### src/rtl/mt64_pkg.sv
// Shared types, constants and helpers for the 64-bit Mersenne Twister generator.
// Depends on nothing; imported by mt64_ctrl, mt64_datapath and the top level.
package mt64_pkg;

	localparam int TABLE_DEPTH   = 312;
	localparam int MIDDLE_OFFSET = 156;
	localparam int IDX_W         = 9;

	localparam logic [IDX_W-1:0] LAST_IDX = IDX_W'(TABLE_DEPTH - 1);
	localparam logic [IDX_W-1:0] END_IDX  = IDX_W'(TABLE_DEPTH);
	localparam logic [IDX_W-1:0] MID_IDX  = IDX_W'(MIDDLE_OFFSET);

	localparam logic [63:0] SEED_RESET   = 64'd5489;
	localparam logic [63:0] TWIST_MATRIX = 64'hB502_6F5A_A966_19E9;
	localparam logic [63:0] HIGH_PART    = 64'hFFFF_FFFF_8000_0000;
	localparam logic [63:0] LOW_PART     = 64'h0000_0000_7FFF_FFFF;
	localparam logic [63:0] SEED_FACTOR  = 64'd6364136223846793005;
	localparam logic [31:0] FACTOR_LO    = SEED_FACTOR[31:0];
	localparam logic [31:0] FACTOR_HI    = SEED_FACTOR[63:32];
	localparam logic [63:0] TEMPER_D     = 64'h5555_5555_5555_5555;
	localparam logic [63:0] TEMPER_B     = 64'h71D6_7FFF_EDA6_0000;
	localparam logic [63:0] TEMPER_C     = 64'hFFF7_EEE0_0000_0000;

	typedef enum logic [1:0] {
		RD_CTR,
		RD_NEXT,
		RD_MID,
		RD_IDX
	} rd_sel_t;

	typedef enum logic [1:0] {
		WR_ZERO,
		WR_SEED,
		WR_SEED_WORD,
		WR_TWIST
	} wr_sel_t;

	typedef enum logic [1:0] {
		MUL_LL,
		MUL_HL,
		MUL_LH
	} mul_sel_t;

	typedef enum logic [1:0] {
		ACC_HOLD,
		ACC_LOAD,
		ACC_ADD_HI
	} acc_op_t;

	typedef struct packed {
		logic     ctr_clear;
		logic     ctr_inc;
		logic     idx_clear;
		logic     idx_set_end;
		logic     idx_inc;
		logic     rd_en;
		rd_sel_t  rd_sel;
		logic     wr_en;
		wr_sel_t  wr_sel;
		logic     prev_load;
		logic     mix;
		mul_sel_t mul_sel;
		acc_op_t  acc_op;
		logic     cap_a;
		logic     cap_b;
		logic     out_load;
	} dp_cmd_t;

	typedef struct packed {
		logic ctr_last;
		logic idx_end;
	} dp_status_t;

	function automatic logic [63:0] temper(input logic [63:0] w);
		logic [63:0] y;
		y = w;
		y = y ^ ((y >> 29) & TEMPER_D);
		y = y ^ ((y << 17) & TEMPER_B);
		y = y ^ ((y << 37) & TEMPER_C);
		y = y ^ (y >> 43);
		return y;
	endfunction

endpackage

### src/rtl/mt64_ctrl.sv
// Controller of the generator: sequences clear, reseed, twist and draw steps
// and owns the output valid flag. Depends on mt64_pkg.
module mt64_ctrl import mt64_pkg::*; (
	input  logic       clk,
	input  logic       arst_n,
	input  logic       in_valid,
	output logic       in_ready,
	input  logic       restart,
	output logic       out_valid,
	input  logic       out_ready,
	input  dp_status_t status,
	output dp_cmd_t    cmd
);

	typedef enum logic [3:0] {
		ST_CLEAR,
		ST_IDLE,
		ST_SEED0,
		ST_MIX,
		ST_MUL0,
		ST_MUL1,
		ST_MUL2,
		ST_MUL3,
		ST_SEED_WR,
		ST_CHECK,
		ST_TW_RD0,
		ST_TW_RD1,
		ST_TW_RD2,
		ST_TW_WR,
		ST_DRAW_RD,
		ST_DRAW_OUT
	} state_t;

	state_t state_q;
	state_t state_d;
	logic   out_valid_q;
	logic   out_free;

	assign out_free  = !out_valid_q || out_ready;
	assign in_ready  = (state_q == ST_IDLE);
	assign out_valid = out_valid_q;

	always_comb begin
		cmd     = '0;
		state_d = state_q;
		case (state_q)
			ST_CLEAR: begin
				cmd.wr_en   = 1'b1;
				cmd.wr_sel  = WR_ZERO;
				cmd.ctr_inc = 1'b1;
				if (status.ctr_last) begin
					state_d = ST_IDLE;
				end
			end
			ST_IDLE: begin
				if (in_valid) begin
					cmd.ctr_clear = 1'b1;
					state_d = restart ? ST_SEED0 : ST_CHECK;
				end
			end
			ST_SEED0: begin
				cmd.wr_en     = 1'b1;
				cmd.wr_sel    = WR_SEED;
				cmd.prev_load = 1'b1;
				cmd.ctr_inc   = 1'b1;
				state_d = ST_MIX;
			end
			ST_MIX: begin
				cmd.mix = 1'b1;
				state_d = ST_MUL0;
			end
			ST_MUL0: begin
				cmd.mul_sel = MUL_LL;
				state_d = ST_MUL1;
			end
			ST_MUL1: begin
				cmd.mul_sel = MUL_HL;
				cmd.acc_op  = ACC_LOAD;
				state_d = ST_MUL2;
			end
			ST_MUL2: begin
				cmd.mul_sel = MUL_LH;
				cmd.acc_op  = ACC_ADD_HI;
				state_d = ST_MUL3;
			end
			ST_MUL3: begin
				cmd.acc_op = ACC_ADD_HI;
				state_d = ST_SEED_WR;
			end
			ST_SEED_WR: begin
				cmd.wr_en     = 1'b1;
				cmd.wr_sel    = WR_SEED_WORD;
				cmd.prev_load = 1'b1;
				cmd.ctr_inc   = 1'b1;
				if (status.ctr_last) begin
					cmd.idx_set_end = 1'b1;
					state_d = ST_CHECK;
				end else begin
					state_d = ST_MIX;
				end
			end
			ST_CHECK: begin
				if (status.idx_end) begin
					cmd.ctr_clear = 1'b1;
					state_d = ST_TW_RD0;
				end else begin
					state_d = ST_DRAW_RD;
				end
			end
			ST_TW_RD0: begin
				cmd.rd_en  = 1'b1;
				cmd.rd_sel = RD_CTR;
				state_d = ST_TW_RD1;
			end
			ST_TW_RD1: begin
				cmd.rd_en  = 1'b1;
				cmd.rd_sel = RD_NEXT;
				cmd.cap_a  = 1'b1;
				state_d = ST_TW_RD2;
			end
			ST_TW_RD2: begin
				cmd.rd_en  = 1'b1;
				cmd.rd_sel = RD_MID;
				cmd.cap_b  = 1'b1;
				state_d = ST_TW_WR;
			end
			ST_TW_WR: begin
				cmd.wr_en   = 1'b1;
				cmd.wr_sel  = WR_TWIST;
				cmd.ctr_inc = 1'b1;
				if (status.ctr_last) begin
					cmd.idx_clear = 1'b1;
					state_d = ST_CHECK;
				end else begin
					state_d = ST_TW_RD0;
				end
			end
			ST_DRAW_RD: begin
				cmd.rd_en  = 1'b1;
				cmd.rd_sel = RD_IDX;
				state_d = ST_DRAW_OUT;
			end
			ST_DRAW_OUT: begin
				// hold the read word until the output register frees up
				if (out_free) begin
					cmd.out_load = 1'b1;
					cmd.idx_inc  = 1'b1;
					state_d = ST_IDLE;
				end
			end
			default: begin
				state_d = ST_IDLE;
			end
		endcase
	end

	always_ff @(posedge clk or negedge arst_n) begin
		if (!arst_n) begin
			state_q     <= ST_CLEAR;
			out_valid_q <= 1'b0;
		end else begin
			state_q <= state_d;
			if (cmd.out_load) begin
				out_valid_q <= 1'b1;
			end else if (out_ready) begin
				out_valid_q <= 1'b0;
			end
		end
	end

endmodule

### config.mk
export PLATFORM = sky130hd
export DESIGN_NAME = mt64_ctrl
export DESIGN_NICKNAME = d
export VERILOG_FILES = /design/src/rtl/mt64_pkg.sv /design/src/rtl/mt64_ctrl.sv
export SDC_FILE = /design/constraint.sdc
export NUM_CORES = 1
export LEC_CHECK = 0
export BUFFER_PORTS_ARGS = -buffer_cell sky130_fd_sc_hd__buf_4
export CAP_MARGIN = 20
export CORE_MARGIN = 10
export CORE_UTILIZATION = 35
export DETAILED_ROUTE_END_ITERATION = 7
export GPL_TIMING_DRIVEN = 0
export HOLD_SLACK_MARGIN = 0.1
export SLEW_MARGIN = 20
export SYNTH_ARGS = -nofsm -noshare
export SYNTH_HDL_FRONTEND = slang
export SYNTH_SLANG_ARGS = --single-unit
### constraint.sdc
create_clock -name clk -period 3.4 [get_ports clk]
set_input_delay 0.17 -clock clk [delete_from_list [all_inputs] [get_ports clk]]
set_output_delay 0.17 -clock clk [all_outputs]
set_load 0.05 [all_outputs]
==> results.cfg, run 1 <==
[logic_synthesis]
synth_top_area_share_pct = 21.2
ys_ff_latch = 5
synth.avg_cell_area_um2 = 7.75
ys_seq_area_share_pct = 21.2
syn-num-nets = 83
ys.warnings.count = 0
synth.area.top_cells = dfrtp_1 (21%), buf_4 (6.4%), nor3_1 (5.9%)
ys_async_sr_fraction_pct = 100
yosysUniqueCellTypes = 36
synth_area_leader_cell = dfrtp_1
post_synth_most_frequent_cells = nor3_1 (7), nor2_1 (6), buf_4 (5), dfrtp_1 (5), nand2_1 (5)
yosysMostFrequentCell = nor3_1
netlist_instances = 76
synthFlopType = dfrtp_1
synth-edff-count = 0
syn_area_um2 = 589

[layout]
diodes = 0
finalNetCount = 117
layout-drive-gt1-share_pct = 41.3
area_growth_pct = 45.2

[critical_path]
critPathArrivalTime_ns = 1.76
cp_common_cell = buf_4
endpoint_kind = primary output
critPathMaxFanout = 10
cpMaxStageDelayCell = dfrtp_1
worstSetupPathType = reg2out
required_ns = 3.23
start_kind = register
path_cells = buf_2, buf_4, nand2_1, o21ai_0, buf_4, buf_4
max_stage_delay_ns = 0.40

[global_routing]
grt_antenna_before_repair = 0
first_global_vias = 633
grtUsageTotal_pct = 9.72
grt_start_max_net_pins = 11
grt_first_pass_wirelength_um = 2830
gr-total-overflow = 0

[floorplan]
die_w_um = 61.0
die_y_um = 61.0
rows = 14
start_util_pct = 38.2
core-area_um2 = 1540
pin_count = 29
die_area_um2 = 3730

[drt]
drt-initial-drc-count = 8
vias = 657
viasPerCell = 5.26
routedWlPerCell_um = 14.1
postRouteWirelength_um = 1760
drc = 0
firstDrtPassIters = 4
ant_nets = 0

[placement]
dp_hpwl_um = 1400
port_buffers = 28
gp_congestion = 0.762

[timing]
setup_tns_ns = 0
slew_headroom_pct = 78.2
setup_viol = 0
fmax_mhz = 519
period_needed_ns = 1.93
slew_viol_final = 0
skew_ns = 0.000672
finalCritPeriodShare_pct = 56.6
worst_pin_slew_ns = 0.323
rsz0062_at_grt = no
hold_viol = 0

[clock_tree]
path_clk_slew_ns = 0.04
post_cts_buffers = 0
cts_tree = built
cts_root_buf = clkbuf_4
cts-buffers-inserted = 3
h-tree-depth = 1
clock_sinks = 5
cts_buffer_depth = 2
clk_latency_ns = 0.24

[job]
drv_cap = 0

[hold_path]
min_path_type = in2reg

[status]
status = finished, final reports clean
[layout make-up]
class | count | area (um2)
buffer | 12 | 83.8
clock buffer | 4 | 26.3
fill | 160 | 686
inverter | 4 | 15.0
multi-input combinational | 55 | 365
sequential | 5 | 125
tap | 16 | 20.0
timing repair buffer | 29 | 220
[routing by layer]
layer / global-route usage [%] / vias up / part of all wire (%)
li1: - / 336 / -
met3: 3.70 / 0 / 4.9
met1: 11.9 / 298 / 46
met2: 15.6 / 23 / 49
met4: 2.51 / 0 / 0
met5: 0 / - / 0
[logic make-up (layout without fill, tap and decap cells)]
group | count (synthesis) | after routing | synth area share, %
XOR/XNOR | 2 | 2 | 2.97
flip-flops | 5 | 5 | 21.2
AO/OA/AOI/OAI | 17 | 17 | 19.7
multiplexers | 2 | 2 | 3.40
buffers and inverters | 16 | 49 | 16.8
AND/OR/NAND/NOR | 34 | 34 | 35.9
[state kept, by name, indices dropped and copies added, names as in the netlist]
signal / cells
state_q: 4
out_valid: 1
[per-stage QoR]
stage               hold WS, ns  instances  setup WS (ns)  area (um2)  util (%)
detailed placement      -0.0249        120           1.72         820      53.2
CTS                       0.247        125           1.44         856      55.5
global placement        -0.0252        120           1.72         820      53.2
global route              0.253        125           1.31         856      55.5
floorplan                -0.126         76          0.855         589         -
finish                    0.249        125           1.47         856      55.5
[what timing repair did]
action,CTS,global route
hold buffers,1,0
resized for setup,0,0
endpoints found under the hold margin,5,0
[worst max-delay path, delay by kind of cell (launching register included)]
kind	cells	cell delay, ns
AO/OA/AOI/OAI	1	0.23
flip-flops	1	0.40
AND/OR/NAND/NOR	1	0.12
buffers and inverters	4	0.77
[placed cells by master (no fill, tap or decap), types with 2 or more instances in the layout]
| cell type | netlist | final |
|---|---|---|
| buf_4 | 5 | 33 |
| nor3_1 | 7 | 7 |
| nor2_1 | 6 | 6 |
| nand2_1 | 5 | 5 |
| dfrtp_1 | 5 | 5 |
| buf_2 | 4 | 4 |
| nor3b_1 | 4 | 4 |
| o21ai_0 | 4 | 4 |
| inv_1 | 4 | 4 |
| clkbuf_4 | 0 | 3 |
| buf_6 | 2 | 2 |
| and2_1 | 2 | 2 |
| clkbuf_1 | 1 | 2 |
| mux2i_1 | 2 | 2 |
| a31oi_1 | 2 | 2 |
| a21oi_1 | 2 | 2 |
[worst paths after layout]
| kind | slack (ns) | end | start | cells past startpoint |
|---|---|---|---|---|
| worst min register to register | 0.66 | out_valid$_DFFE_PN0P_ | out_valid$_DFFE_PN0P_ | 2 |
| worst max register to register | 2.04 | state_q[0]$_DFFE_PN0P_ | state_q[3]$_DFFE_PN0P_ | 4 |
| worst max-delay path | 1.47 | cmd[18] | state_q[3]$_DFFE_PN0P_ | 6 |
| worst min-delay path | 0.25 | state_q[0]$_DFFE_PN0P_ | restart | 4 |
| min in group asynchronous | 0.26 | state_q[0]$_DFFE_PN0P_ | arst_n | 2 |
| max in group asynchronous | 3.04 | out_valid$_DFFE_PN0P_ | arst_n | 2 |
Power of run 1 is not shown: default switching activity piles up to over one toggle a cycle in this logic, so the estimate is an artifact.
==> inputs of run 2 (changes only) <==
- clock period: 3.4 -> 1.9 ns (I/O delays scaled with it)
==> run 2 against run 1 <==
Net effect: worst setup slack got worse by 1.4 ns; register-to-register slack got worse by 1.5 ns; wire length increased by 6.5%; cell count unchanged; count of clock-buffer cells in the layout unchanged; highest routed layer is now met4.
==> results.cfg, run 2 (synthesis results as in run 1) <==
[layout]
layout-drive-gt1-share_pct = 47.7
finalNetCount = 117
diodes = 0
top_register = state_q
layout_common_cells = buf_4 (34), nor2_1 (6), nand2_1 (5), nor3_1 (5), dfrtp_1 (5)
final_core_util_pct = 58.0
area_growth_pct = 51.8
final_common_cell = buf_4
largest_reg_flops = 4
multiInputGateArea_um2 = 399
seq_area_um2 = 125
nFillCells = 152

[critical_path]
crit_start = state_q[2]$_DFFE_PN0P_
endpoint = cmd[18]
path_cells = buf_4, buf_4, a211o_1, o21ai_2, buf_4, buf_4
rr_startpoint = state_q[3]$_DFFE_PN0P_
cpMaxStageDelayCell = dfrtp_1
rrSetupSlack_ns = 0.52
start_kind = register
critPathArrivalTime_ns = 1.69
worstSetupPathType = reg2out
reg2reg_to = state_q[0]$_DFFE_PN0P_
critPathMaxFanout = 10
endpoint_kind = primary output
cp_top_family = buffers and inverters
worst-path-buf-inv = 4
cp_common_cell = buf_4
max_stage_delay_ns = 0.41
cp.depth = 6
required_ns = 1.80
rr_worst_depth = 4

[clock_tree]
path_clk_slew_ns = 0.05
clk_latency_ns = 0.25
cts_root_buf = clkbuf_4
cts_buffer_depth = 2
cts-buffers-inserted = 3
post_cts_buffers = 0
cts_tree = built
h-tree-depth = 1
clock_sinks = 5

[timing]
slew_headroom_pct = 74.6
fmax_mhz = 559
skew_ns = 0.000334
rsz0062_at_grt = no
slew_viol_final = 0
setup_tns_ns = 0
period_needed_ns = 1.79
hold_viol = 0
worst_pin_slew_ns = 0.376
finalCritPeriodShare_pct = 94.1
setup_viol = 0

[placement]
dp_hpwl_um = 1450
gp_congestion = 0.828
port_buffers = 28

[drt]
drt-initial-drc-count = 17
ant_nets = 0
drc = 0
viasPerCell = 5.34
postRouteWirelength_um = 1870
firstDrtPassIters = 4
vias = 668
routedWlPerCell_um = 15.0

[floorplan]
die_y_um = 61.0
start_util_pct = 38.2
die_area_um2 = 3730
die_w_um = 61.0
core-area_um2 = 1540
rows = 14
pin_count = 29

[global_routing]
gr-total-overflow = 0
grt_start_max_net_pins = 11
first_global_vias = 665
grt_antenna_before_repair = 0
grtUsageTotal_pct = 10.4
grt_first_pass_wirelength_um = 3060

[hold_path]
min_path_type = in2async

[status]
status = finished, final reports clean

[job]
drv_cap = 0
==> run 2: cell types whose count changed in the layout (fill, tap and decap cells not counted) <==
| cell | before | now |
|---|---|---|
| nor3b_2 | 0 | 4 |
| nor3_2 | 0 | 2 |
| o21ai_0 | 4 | 3 |
| clkbuf_4 | 3 | 4 |
| nor3b_1 | 4 | 0 |
| buf_2 | 4 | 2 |
| nor3_1 | 7 | 5 |
| buf_4 | 33 | 34 |
| o21ai_2 | 0 | 1 |
==> run 2: worst reg2reg max path, cell delays in order (launching register included) <==
cell	delay, ns
dfrtp_1	0.41
or2_1	0.24
clkbuf_1	0.17
o311a_1	0.31
a31oi_1	0.16
==> run 2: metrics by stage <==
stage | instance area, um2 | setup slack, ns | instances | hold WS [ns]
after global placement | 850 | 0.347 | 120 | -0.104
after detailed placement | 850 | 0.342 | 120 | -0.101
after floorplan | 619 | -0.145 | 76 | -0.201
final | 895 | 0.112 | 125 | 0.175
after global routing | 895 | 0.0188 | 125 | 0.171
after CTS | 886 | 0.0645 | 125 | 0.165
==> run 2: cell type report <==
class	instances	share of cell area, %
Buffer	12	9.93
Clock buffer	4	2.94
Inverter	4	1.68
Multi-Input combinational cell	55	44.6
Sequential cell	5	14.0
Tap cell	16	2.24
Timing Repair Buffer	29	24.6
==> run 2: how the worst min path moves through the flow <==
| stage | from | to | slack [ns] | cells after the start |
|---|---|---|---|---|
| 2_1_floorplan | arst_n | out_valid$_DFFE_PN0P_ | -0.20 | 0 |
| 3_3_place_gp | arst_n | out_valid$_DFFE_PN0P_ | -0.10 | 1 |
| 3_5_place_dp | arst_n | out_valid$_DFFE_PN0P_ | -0.10 | 1 |
| 4_1_cts | out_ready | state_q[3]$_DFFE_PN0P_ | 0.16 | 3 |
| 5_1_grt | out_ready | state_q[3]$_DFFE_PN0P_ | 0.17 | 3 |
| 6_report | arst_n | state_q[0]$_DFFE_PN0P_ | 0.17 | 2 |
==> run 2: what timing repair did <==
item	in CTS	in global routing
endpoints found under the setup margin	0	1
hold endpoints to repair	5	0
hold buffers	1	0
resized for setup	0	4
==> run 2: metal layers <==
layer / share of wire (%) / vias up / global-route usage, %
met5: 0 / - / 0
met4: 0.53 / 0 / 3.76
met3: 5.7 / 2 / 3.29
met2: 53 / 20 / 17.0
met1: 41 / 315 / 12.4
li1: - / 331 / -
Power of run 2 is left out for the same reason.
